--- config.mk ---
export PLATFORM = sky130hd
export DESIGN_NAME = zero_crossing_frequency_estimator
export DESIGN_NICKNAME = d
export VERILOG_FILES = /design/src/hdl/zcfe_pkg.sv /design/src/hdl/zcfe_alu.sv /design/src/hdl/zcfe_track.sv /design/src/hdl/zcfe_finish.sv /design/src/hdl/zero_crossing_frequency_estimator.sv
export SDC_FILE = /design/constraint.sdc
export NUM_CORES = 2
export LEC_CHECK = 0
export BUFFER_PORTS_ARGS = -buffer_cell sky130_fd_sc_hd__buf_2
export CORE_ASPECT_RATIO = 0.5
export CORE_MARGIN = 2
export CORE_UTILIZATION = 30
export CTS_CLUSTER_SIZE = 25
export DETAILED_ROUTE_END_ITERATION = 12
export PLACE_DENSITY = 0.48
export SLEW_MARGIN = 20
export SYNTH_ARGS = -nofsm -noshare
export SYNTH_HDL_FRONTEND = slang
export SYNTH_SLANG_ARGS = --single-unit
--- constraint.sdc ---
create_clock -name clock -period 40.6 [get_ports clock]
set_input_delay 8.12 -clock clock [delete_from_list [all_inputs] [get_ports clock]]
set_output_delay 8.12 -clock clock [all_outputs]
set_load 0.005 [all_outputs]
--- src/hdl/zcfe_pkg.sv ---
// Package for the zero crossing frequency estimator: payload types,
// register indexes, sequencer states and fixed-point constants. No dependencies.
package zcfe_pkg;

   localparam int SampleBits = 16;
   localparam int TimeBits   = 32;
   localparam int IndexBits  = 16;
   localparam int FracBits   = 60 - TimeBits;           // interpolation fraction bits
   localparam int DivSteps   = 16 + 31 + FracBits;      // final quotient steps
   localparam int CountBits  = 16;
   localparam int StepBits   = 7;

   localparam logic [IndexBits-1:0] WindowStartReset = '0;
   localparam logic [IndexBits-1:0] WindowEndReset   = IndexBits'(65535);
   localparam logic [15:0]          HystReset        = 16'd4096;

   typedef enum logic [1:0] {
      CSR_WINDOW_START = 2'd0,
      CSR_WINDOW_END   = 2'd1,
      CSR_HYST         = 2'd2,
      CSR_UNUSED       = 2'd3
   } csr_index_type;

   typedef struct packed {
      logic signed [SampleBits-1:0] sample;
      logic [SampleBits-1:0]        envelope;
      logic [TimeBits-1:0]          sample_time;
      logic                         last;
   } req_type;

   typedef struct packed {
      logic [31:0]          frequency;
      logic [CountBits-1:0] crossings;
      logic                 valid_res;
   } rsp_type;

   // Sample/time pairs around the first and the last crossing.
   typedef struct packed {
      logic signed [SampleBits-1:0] first_s0;
      logic signed [SampleBits-1:0] first_s1;
      logic [TimeBits-1:0]          first_t0;
      logic [TimeBits-1:0]          first_t1;
      logic signed [SampleBits-1:0] last_s0;
      logic signed [SampleBits-1:0] last_s1;
      logic [TimeBits-1:0]          last_t0;
      logic [TimeBits-1:0]          last_t1;
   } cross_store_type;

   typedef enum logic [2:0] {
      FIN_IDLE,
      FIN_FRAC_I,
      FIN_FRAC_F,
      FIN_MUL_F,
      FIN_MUL_I,
      FIN_DIV,
      FIN_DONE
   } fin_state_type;

endpackage

--- src/hdl/zcfe_alu.sv ---
// Shared 64-bit add/subtract unit with carry out, used for every
// divide and multiply step. Depends on nothing.
module zcfe_alu (
   input  logic [63:0] a,
   input  logic [63:0] b,
   input  logic        sub,
   output logic [63:0] sum,
   output logic        carry
);

   logic [64:0] total;

   // carry = 1 on subtract means a >= b (unsigned)
   assign total = {1'b0, a} + {1'b0, (sub ? ~b : b)} + {64'd0, sub};
   assign sum   = total[63:0];
   assign carry = total[64];

endmodule

--- src/hdl/zcfe_track.sv ---
// Per-sample window, sign and hysteresis tracking plus crossing stores.
// Depends on zcfe_pkg.
module zcfe_track
   import zcfe_pkg::*;
(
   input  logic                  clock,
   input  logic                  reset,
   input  logic                  accept,
   input  req_type               req,
   input  logic [IndexBits-1:0]  window_start,
   input  logic [IndexBits-1:0]  window_end,
   input  logic [15:0]           hyst_fraction,
   output logic [CountBits-1:0]  count_next,
   output cross_store_type       store,
   output cross_store_type       store_next
);

   logic [IndexBits:0]   idx_ff, idx_in;
   logic                 sign_ff, sign_in;
   logic                 hyst_ff, hyst_in;
   logic [CountBits-1:0] count_ff, count_in;
   logic [SampleBits-1:0] prev_s_ff, prev_s_in;
   logic [TimeBits-1:0]  prev_t_ff, prev_t_in;
   cross_store_type      store_ff, store_in;

   logic                 in_win, at_start, pos_now, hyst_hold, cross_hit;
   logic [SampleBits:0]  s_ext, mag;
   logic [SampleBits+12:0] lhs;
   logic [2*SampleBits-1:0] rhs;

   always_comb begin
      s_ext     = {req.sample[SampleBits-1], req.sample};
      mag       = req.sample[SampleBits-1] ? (~s_ext + (SampleBits+1)'(1)) : s_ext;
      lhs       = {mag, 12'd0};
      rhs       = (2*SampleBits)'(hyst_fraction) * (2*SampleBits)'(req.envelope);
      hyst_hold = (2*SampleBits+13)'(lhs) > (2*SampleBits+13)'(rhs);
      pos_now   = ~req.sample[SampleBits-1];
      in_win    = (idx_ff >= {1'b0, window_start}) && (idx_ff < {1'b0, window_end});
      at_start  = idx_ff == {1'b0, window_start};
      cross_hit = in_win && !at_start && !hyst_ff && (pos_now != sign_ff);
   end

   always_comb begin
      idx_in     = idx_ff;
      sign_in    = sign_ff;
      hyst_in    = hyst_ff;
      count_in   = count_ff;
      prev_s_in  = prev_s_ff;
      prev_t_in  = prev_t_ff;
      store_in   = store_ff;
      count_next = count_ff;
      if (in_win) begin
         if (at_start) begin
            sign_in = pos_now;
            hyst_in = 1'b0;
         end else if (hyst_ff) begin
            hyst_in = hyst_hold;
         end else if (cross_hit) begin
            if (count_ff == '0) begin
               store_in.first_s0 = prev_s_ff;
               store_in.first_s1 = req.sample;
               store_in.first_t0 = prev_t_ff;
               store_in.first_t1 = req.sample_time;
            end
            store_in.last_s0 = prev_s_ff;
            store_in.last_s1 = req.sample;
            store_in.last_t0 = prev_t_ff;
            store_in.last_t1 = req.sample_time;
            if (count_ff != '1) begin
               count_in = count_ff + CountBits'(1);
            end
            sign_in = pos_now;
            hyst_in = 1'b1;
         end
      end
      count_next = count_in;
      prev_s_in  = req.sample;
      prev_t_in  = req.sample_time;
      if (idx_ff != '1) begin
         idx_in = idx_ff + (IndexBits+1)'(1);
      end
      if (req.last) begin
         idx_in    = '0;
         sign_in   = 1'b0;
         hyst_in   = 1'b0;
         count_in  = '0;
         prev_s_in = '0;
         prev_t_in = '0;
      end
   end

   always_ff @(posedge clock) begin
      if (reset) begin
         idx_ff    <= '0;
         sign_ff   <= 1'b0;
         hyst_ff   <= 1'b0;
         count_ff  <= '0;
         prev_s_ff <= '0;
         prev_t_ff <= '0;
      end else if (accept) begin
         idx_ff    <= idx_in;
         sign_ff   <= sign_in;
         hyst_ff   <= hyst_in;
         count_ff  <= count_in;
         prev_s_ff <= prev_s_in;
         prev_t_ff <= prev_t_in;
      end
   end

   always_ff @(posedge clock) begin
      if (accept) begin
         store_ff <= store_in;
      end
   end

   assign store      = store_ff;
   // includes a crossing on the sample being transferred
   assign store_next = store_in;

endmodule

--- src/hdl/zcfe_finish.sv ---
// End-of-record sequencer: fractions, interpolated span and frequency
// quotient, all stepped through the shared zcfe_alu. Depends on zcfe_pkg.
module zcfe_finish
   import zcfe_pkg::*;
(
   input  logic                 clock,
   input  logic                 reset,
   input  logic                 start,
   input  logic [CountBits-1:0] count_next,
   input  cross_store_type      store,
   input  cross_store_type      store_next,
   input  logic                 rsp_stall,
   output logic                 busy,
   output logic                 rsp_valid,
   output rsp_type              rsp_payload
);

   localparam logic [FracBits:0] FracOne = (FracBits+1)'(1) << FracBits;

   fin_state_type state_ff, state_in;

   logic [63:0]          r_ff, r_in, d_ff, d_in, mc_ff, mc_in, acc_ff, acc_in;
   logic [31:0]          q_ff, q_in;
   logic [FracBits:0]    fi_ff, fi_in, mp_ff, mp_in;
   logic [SampleBits:0]  af_ff, af_in, df_ff, df_in;
   logic                 clamp_i_ff, clamp_i_in, clamp_f_ff, clamp_f_in;
   logic                 sat_ff, sat_in;
   logic [CountBits-1:0] num_ff, num_in, cross_ff, cross_in;
   logic [StepBits-1:0]  cnt_ff, cnt_in;
   logic [31:0]          freq_ff, freq_in;
   logic                 ok_ff, ok_in;

   logic [63:0] alu_a, alu_b, alu_sum, r_shift;
   logic        alu_sub, alu_carry;
   logic [SampleBits:0] di, ai, df, af;
   logic [FracBits:0]   frac_done;
   logic [TimeBits:0]   dt_span, dt_last, dt_first;
   logic signed [63:0]  acc_last;
   logic [31:0]         q_step;
   logic                sat_step;

   zcfe_alu u_alu (
      .a     (alu_a),
      .b     (alu_b),
      .sub   (alu_sub),
      .sum   (alu_sum),
      .carry (alu_carry)
   );

   function automatic logic [SampleBits:0] abs_diff(logic signed [SampleBits-1:0] x,
                                                   logic signed [SampleBits-1:0] y);
      logic signed [SampleBits:0] v;
      v = {x[SampleBits-1], x} - {y[SampleBits-1], y};
      return v[SampleBits] ? (~v + (SampleBits+1)'(1)) : v;
   endfunction

   // Sample magnitudes are taken at the start, before the last sample lands
   // in the stores; time differences are read later from the stores.
   always_comb begin
      di = abs_diff(store_next.first_s0, store_next.first_s1);
      ai = abs_diff(store_next.first_s1, '0);
      df = abs_diff(store_next.last_s0, store_next.last_s1);
      af = abs_diff(store_next.last_s1, '0);
      dt_span  = {1'b0, store.last_t1} - {1'b0, store.first_t1};
      dt_last  = {1'b0, store.last_t0} - {1'b0, store.last_t1};
      dt_first = {1'b0, store.first_t0} - {1'b0, store.first_t1};
   end

   // Shared unit operand selection.
   always_comb begin
      r_shift = {r_ff[62:0], 1'b0};
      alu_a   = r_shift;
      alu_b   = d_ff;
      alu_sub = 1'b1;
      unique case (state_ff)
         FIN_MUL_F: begin
            alu_a   = acc_ff;
            alu_b   = mc_ff;
            alu_sub = 1'b0;
         end
         FIN_MUL_I: begin
            alu_a   = acc_ff;
            alu_b   = mc_ff;
            alu_sub = 1'b1;
         end
         FIN_DIV: begin
            r_shift = {r_ff[62:0], num_ff[CountBits-1]};
            alu_a   = r_shift;
         end
         default: begin
         end
      endcase
   end

   // Next state.
   always_comb begin
      state_in = state_ff;
      unique case (state_ff)
         FIN_IDLE: begin
            if (start) begin
               if (count_next < CountBits'(2) || di == '0 || df == '0) begin
                  state_in = FIN_DONE;
               end else begin
                  state_in = FIN_FRAC_I;
               end
            end
         end
         FIN_FRAC_I: if (cnt_ff == StepBits'(FracBits-1)) state_in = FIN_FRAC_F;
         FIN_FRAC_F: if (cnt_ff == StepBits'(FracBits-1)) state_in = FIN_MUL_F;
         FIN_MUL_F:  if (cnt_ff == StepBits'(FracBits)) state_in = FIN_MUL_I;
         FIN_MUL_I: begin
            if (cnt_ff == StepBits'(FracBits)) begin
               state_in = (acc_last > 64'sd0) ? FIN_DIV : FIN_DONE;
            end
         end
         FIN_DIV:    if (cnt_ff == StepBits'(DivSteps-1)) state_in = FIN_DONE;
         FIN_DONE:   if (!rsp_stall) state_in = FIN_IDLE;
         default:    state_in = FIN_IDLE;
      endcase
   end

   // Datapath.
   always_comb begin
      r_in       = r_ff;
      d_in       = d_ff;
      mc_in      = mc_ff;
      acc_in     = acc_ff;
      q_in       = q_ff;
      fi_in      = fi_ff;
      mp_in      = mp_ff;
      af_in      = af_ff;
      df_in      = df_ff;
      clamp_i_in = clamp_i_ff;
      clamp_f_in = clamp_f_ff;
      sat_in     = sat_ff;
      num_in     = num_ff;
      cross_in   = cross_ff;
      cnt_in     = cnt_ff + StepBits'(1);
      freq_in    = freq_ff;
      ok_in      = ok_ff;
      frac_done  = '0;
      acc_last   = acc_ff;
      q_step     = q_ff;
      sat_step   = sat_ff;

      unique case (state_ff)
         FIN_IDLE: begin
            cnt_in     = '0;
            cross_in   = count_next;
            num_in     = count_next - CountBits'(1);
            r_in       = 64'(ai);
            d_in       = 64'(di);
            q_in       = '0;
            af_in      = af;
            df_in      = df;
            clamp_i_in = ai >= di;
            clamp_f_in = af >= df;
            freq_in    = '0;
            ok_in      = 1'b0;
         end
         FIN_FRAC_I, FIN_FRAC_F: begin
            r_in = alu_carry ? alu_sum : r_shift;
            q_in = {q_ff[30:0], alu_carry};
            frac_done = (FracBits+1)'({q_ff[30:0], alu_carry});
            if (cnt_ff == StepBits'(FracBits-1)) begin
               cnt_in = '0;
               if (state_ff == FIN_FRAC_I) begin
                  fi_in = clamp_i_ff ? FracOne : frac_done;
                  r_in  = 64'(af_ff);
                  d_in  = 64'(df_ff);
                  q_in  = '0;
               end else begin
                  mp_in  = clamp_f_ff ? FracOne : frac_done;
                  acc_in = {{(64-TimeBits-1-FracBits){dt_span[TimeBits]}}, dt_span,
                            {FracBits{1'b0}}};
                  mc_in  = {{(64-TimeBits-1){dt_last[TimeBits]}}, dt_last};
               end
            end
         end
         FIN_MUL_F, FIN_MUL_I: begin
            if (mp_ff[0]) begin
               acc_in = alu_sum;
            end
            acc_last = mp_ff[0] ? alu_sum : acc_ff;
            mc_in    = {mc_ff[62:0], 1'b0};
            mp_in    = mp_ff >> 1;
            if (cnt_ff == StepBits'(FracBits)) begin
               cnt_in = '0;
               if (state_ff == FIN_MUL_F) begin
                  mc_in = {{(64-TimeBits-1){dt_first[TimeBits]}}, dt_first};
                  mp_in = fi_ff;
               end else begin
                  d_in   = acc_last;
                  r_in   = '0;
                  q_in   = '0;
                  sat_in = 1'b0;
               end
            end
         end
         FIN_DIV: begin
            r_in   = alu_carry ? alu_sum : r_shift;
            num_in = {num_ff[CountBits-2:0], 1'b0};
            if (!sat_ff) begin
               if (q_ff[31]) begin
                  sat_step = 1'b1;
               end else begin
                  q_step = {q_ff[30:0], alu_carry};
               end
            end
            q_in   = q_step;
            sat_in = sat_step;
            if (cnt_ff == StepBits'(DivSteps-1)) begin
               freq_in = sat_step ? '1 : q_step;
               ok_in   = 1'b1;
            end
         end
         FIN_DONE: begin
            cnt_in = cnt_ff;
         end
         default: begin
         end
      endcase
   end

   always_ff @(posedge clock) begin
      if (reset) begin
         state_ff <= FIN_IDLE;
      end else begin
         state_ff <= state_in;
      end
   end

   always_ff @(posedge clock) begin
      r_ff       <= r_in;
      d_ff       <= d_in;
      mc_ff      <= mc_in;
      acc_ff     <= acc_in;
      q_ff       <= q_in;
      fi_ff      <= fi_in;
      mp_ff      <= mp_in;
      af_ff      <= af_in;
      df_ff      <= df_in;
      clamp_i_ff <= clamp_i_in;
      clamp_f_ff <= clamp_f_in;
      sat_ff     <= sat_in;
      num_ff     <= num_in;
      cross_ff   <= cross_in;
      cnt_ff     <= cnt_in;
      freq_ff    <= freq_in;
      ok_ff      <= ok_in;
   end

   // Outputs.
   always_comb begin
      busy                  = state_ff != FIN_IDLE;
      rsp_valid             = state_ff == FIN_DONE;
      rsp_payload.frequency = freq_ff;
      rsp_payload.crossings = cross_ff;
      rsp_payload.valid_res = ok_ff;
   end

endmodule

--- src/hdl/zero_crossing_frequency_estimator.sv ---
// Top level of the zero crossing frequency estimator: control registers,
// sample tracker and end-of-record sequencer. Depends on zcfe_pkg,
// zcfe_track, zcfe_finish (and zcfe_alu below it).
//
//   channel | direction | handshake        | payload
//   req_    | in        | req_valid/stall  | req_type: sample, envelope, sample_time, last
//   rsp_    | out       | rsp_valid/stall  | rsp_type: frequency, crossings, valid_res
//   csr_    | in        | csr_valid/ready  | csr_index, csr_data
//
// Ordinary samples stream back to back while the sequencer is not busy.
// The sample marked last starts the finish sequencer: 2*28 fraction steps,
// 2*29 multiply steps and 75 quotient steps on the shared adder; records
// that cannot be valid go to the result from idle or after the multiply steps.
// req_stall stays high until the result transfers.
// Synchronous reset clears the record state and restores register defaults.
// rsp_stall only holds the result; nothing is lost or repeated.
module zero_crossing_frequency_estimator
   import zcfe_pkg::*;
(
   input  logic        clock,
   input  logic        reset,
   // sample input
   input  logic        req_valid,
   output logic        req_stall,
   input  req_type     req_payload,
   // result output
   output logic        rsp_valid,
   input  logic        rsp_stall,
   output rsp_type     rsp_payload,
   // control register writes
   input  logic        csr_valid,
   output logic        csr_ready,
   input  logic [1:0]  csr_index,
   input  logic [15:0] csr_data
);

   logic [IndexBits-1:0] win_start_ff, win_start_in;
   logic [IndexBits-1:0] win_end_ff, win_end_in;
   logic [15:0]          hyst_ff, hyst_in;

   logic                 req_accept, busy;
   logic [CountBits-1:0] count_next;
   cross_store_type      store, store_next;

   assign csr_ready  = 1'b1;
   assign req_stall  = busy;
   assign req_accept = req_valid && !req_stall;

   // Register file; writes to the unused index are dropped.
   always_comb begin
      win_start_in = win_start_ff;
      win_end_in   = win_end_ff;
      hyst_in      = hyst_ff;
      if (csr_valid && csr_ready) begin
         unique case (csr_index_type'(csr_index))
            CSR_WINDOW_START: win_start_in = IndexBits'(csr_data);
            CSR_WINDOW_END:   win_end_in   = IndexBits'(csr_data);
            CSR_HYST:         hyst_in      = csr_data;
            CSR_UNUSED:       begin end
            default:          begin end
         endcase
      end
   end

   always_ff @(posedge clock) begin
      if (reset) begin
         win_start_ff <= WindowStartReset;
         win_end_ff   <= WindowEndReset;
         hyst_ff      <= HystReset;
      end else begin
         win_start_ff <= win_start_in;
         win_end_ff   <= win_end_in;
         hyst_ff      <= hyst_in;
      end
   end

   // Per-sample tracking: one transfer per cycle while not busy.
   zcfe_track u_track (
      .clock         (clock),
      .reset         (reset),
      .accept        (req_accept),
      .req           (req_payload),
      .window_start  (win_start_ff),
      .window_end    (win_end_ff),
      .hyst_fraction (hyst_ff),
      .count_next    (count_next),
      .store         (store),
      .store_next    (store_next)
   );

   // Record finish: starts on the transfer of the last sample.
   zcfe_finish u_finish (
      .clock       (clock),
      .reset       (reset),
      .start       (req_accept && req_payload.last),
      .count_next  (count_next),
      .store       (store),
      .store_next  (store_next),
      .rsp_stall   (rsp_stall),
      .busy        (busy),
      .rsp_valid   (rsp_valid),
      .rsp_payload (rsp_payload)
   );

endmodule

==> results.txt <==
CP max stage cell: fa_1
Layout Nets: 6766
first-pass GRT wire length: 271000 um
post-cts sizing count: 0
r2r startpoint: u_finish.state_ff[2]
Leakage: 26.4 nW
number of synthesized register bits: 780
synth top area cells: edfxtp_1, ha_1, fa_1
multi-input logic area: 0.0317 mm^2
Most used DFF post-synth: edfxtp_1
setup slack, reg-to-reg: 31.11 ns
number of synthesized flops with an enable pin: 646
Ports: 140
WP data arrival: 16.29 ns
crit path capture type: flip-flop
Clk pin slew, worst setup/hold paths: 0.06 ns
clock skew: 0.0349 ns
area grow syn2layout: 11.0%
CP Launch Type: input pin
Worst Setup SP: req_payload[39]
clock latency reported for the late side of the worst-skew pair: 0.72 ns
Slew Viols, Final: 0
Post-Synth Adder-Cell Area: 0.157
Die Y: 311 um
die width: 619 um
most common cell after layout, fill and taps aside: nand2_1
dpl hpwl: 132000 um
critical path's largest stage delay: 0.57 ns
number of vias per cell: 5.17
final hold vios: 0
RSZ-0062 raised after global routing: false
layout cells sized above 1: 0.0742
maxcap violations: 0
Worst-Margin Slew: 1.23 ns
DR WL/cell: 20.6 um
CP most frequent cell: fa_1
complex-gate fraction of the synthesized area: 0.170
Core ar.: 0.187 mm^2
required time of the worst setup path: 41.22 ns
Seq/Total Area, Yosys: 0.390
largest net degree at the start of global routing: 127
Total Wirelength: 178000 um
Post-Synth Simple-Gate Area: 0.171
mux cell area share after synthesis: 0.0161
drt initial violations: 3770
# DRC: 0
most frequent cells in the layout: nand2_1, edfxtp_1, a21oi_1
PD cells: 92.2 mW/mm^2
mapped cell area: 0.0566 mm^2
Hold WC Path Type: flip-flop to flip-flop
hold slack: 0.450 ns
CTS buffer count: 85
CP Class: input pin to flip-flop
Avg Inst Size Synth: 9.30 um^2
GRT Overall Usage: 0.181
die area: 0.193 mm^2
largest family of logic cells by synthesized area: simple AND/OR/NAND/NOR gates
Filler cells: 19392
status: finished clean
vias in the first global route: 42883
CTS max path bufs: 3
Starting Density: 0.303
Synth async-reset ratio: 0
crit path max fanout: 16
largest area contributor in the netlist: edfxtp_1
Post-CTS Hold Buffers: 0
YS warnings: 0
min Tclk post-route: 15.67 ns
Post-Synthesis Cells: 6088
Final WS setup: 24.93 ns
post-synth top area share: 0.342
Tcrit/Tclk final: 0.386
post-CTS setup buffer count: 0
Worst VDD drop: 103 uV
initial antenna violation count: 12
Setup-failing EPs final: 0
CTS H-tree lvls: 3
post-route cell area: 0.0629 mm^2
router iterations before antenna repair: 8
FF/Latch Area: 0.0221 mm^2
Root Buffer: clkbuf_16
CTS tree: built
via count: 44784
Clock Sinks: 780
FP Rows: 112
total grt overflow: 0
post-synth cell types: 108
antenna-violating nets left: 0
GP Congestion: 0.903
FMAX: 63.8 MHz
Post-DP Area: 0.0599 mm^2
Setup TNS: 0 ns
max_slew headroom: 0.172
PortBufs: 138
Min-Delay Startpoint: u_track.prev_t_ff[6]
Post-Synth XOR/XNOR Area: 0.0436
pre-CTS setup slack: 24.15 ns
-- report_power, final --
part | switching, W | internal (W) | total (W) | leakage [nW]
Clock | 0.000350 | 0.000486 | 0.000836 | 1.43
Combinational | 0.00231 | 0.00118 | 0.00349 | 17.5
Sequential | 0.000168 | 0.00130 | 0.00147 | 7.42
Total | 0.00282 | 0.00297 | 0.00579 | 26.4
-- kinds of logic (layout without fill, tap and decap cells) --
group / count (synthesis) / after routing
AO/OA/AOI/OAI: 1491 / 1491
XOR/XNOR: 282 / 282
adder cells (fa/ha/maj): 590 / 590
buffers and inverters: 751 / 816
flip-flops: 780 / 780
multiplexers: 86 / 86
other: 2 / 7
AND/OR/NAND/NOR: 2106 / 2106
-- area by class of cell --
class	count	share of cell area
multi-input cells	4560	0.505
flip-flops and latches	780	0.351
well taps	2508	0.0499
clock buffers	118	0.0382
inverters	453	0.0271
repair buffers	208	0.0196
clock inverters	37	0.00866
diodes	2	0.0000796
-- synthesized netlist by cell type, types with 28 or more instances --
cell type / instances
nor2_1: 425
xnor2_1: 176
nand4_1: 52
ha_1: 390
and3_1: 82
o21a_1: 47
nor3_1: 84
nand2b_1: 52
clkbuf_1: 236
o21ai_0: 255
a22oi_1: 35
xor2_1: 106
nor2b_1: 78
and2_1: 112
mux2_2: 39
fa_1: 200
a31oi_1: 62
o31ai_1: 29
dfxtp_1: 134
inv_1: 451
buf_1: 29
a211oi_1: 108
nor4_1: 51
mux2i_1: 47
a211o_1: 28
nand3_1: 79
nand2_1: 949
edfxtp_1: 646
o21bai_1: 35
a21oi_1: 494
or3_1: 51
a21o_1: 169
-- critical path: cells and delay by family --
family	cells	cell delay [ns]
compound gates	10	2.78
fa+ha+maj	8	3.69
simple gates	9	1.05
buf+inv	4	0.44
xor+xnor	1	0.21
-- per-stage QoR --
| step | power (W) | util | instances |
|---|---|---|---|
| floorplan | 0.00393 | - | 6091 |
| global placement | 0.00494 | 0.320 | 8509 |
| detailed placement | 0.00493 | 0.320 | 8509 |
| CTS | 0.00580 | 0.336 | 8664 |
| global route | 0.00624 | 0.336 | 8665 |
| finish | 0.00579 | 0.336 | 8666 |
-- final timing paths --
kind / endpoint / depth (start not counted)
worst max-delay path: u_track.hyst_ff / 32
worst min register to register: u_track.store[38] / 0
worst min-delay path: u_track.store[38] / 0
worst max register to register: u_finish.state_ff[0] / 21
-- per-layer routing --
metal,GRT usage,part of all wire,vias up
li1,-,-,21582
met5,0,0.000056,-
met4,0.0390,0.019,2
met3,0.0207,0.040,190
met2,0.297,0.47,935
met1,0.256,0.47,22075
-- sequential cells by signal, summed over array words and instances, names as in the netlist, 17 cells and up --
register           count
u_finish.df_ff        17
u_finish.af_ff        17
u_finish.fi_ff        29
u_finish.d_ff         64
u_finish.q_ff         32
u_finish.acc_ff       64
u_track.store        192
u_track.prev_t_ff     32
u_finish.mp_ff        29
u_finish.r_ff         63
u_finish.mc_ff        64
u_finish.freq_ff      32
u_track.idx_ff        17
Note: power is estimated with default switching activity, not from simulation.
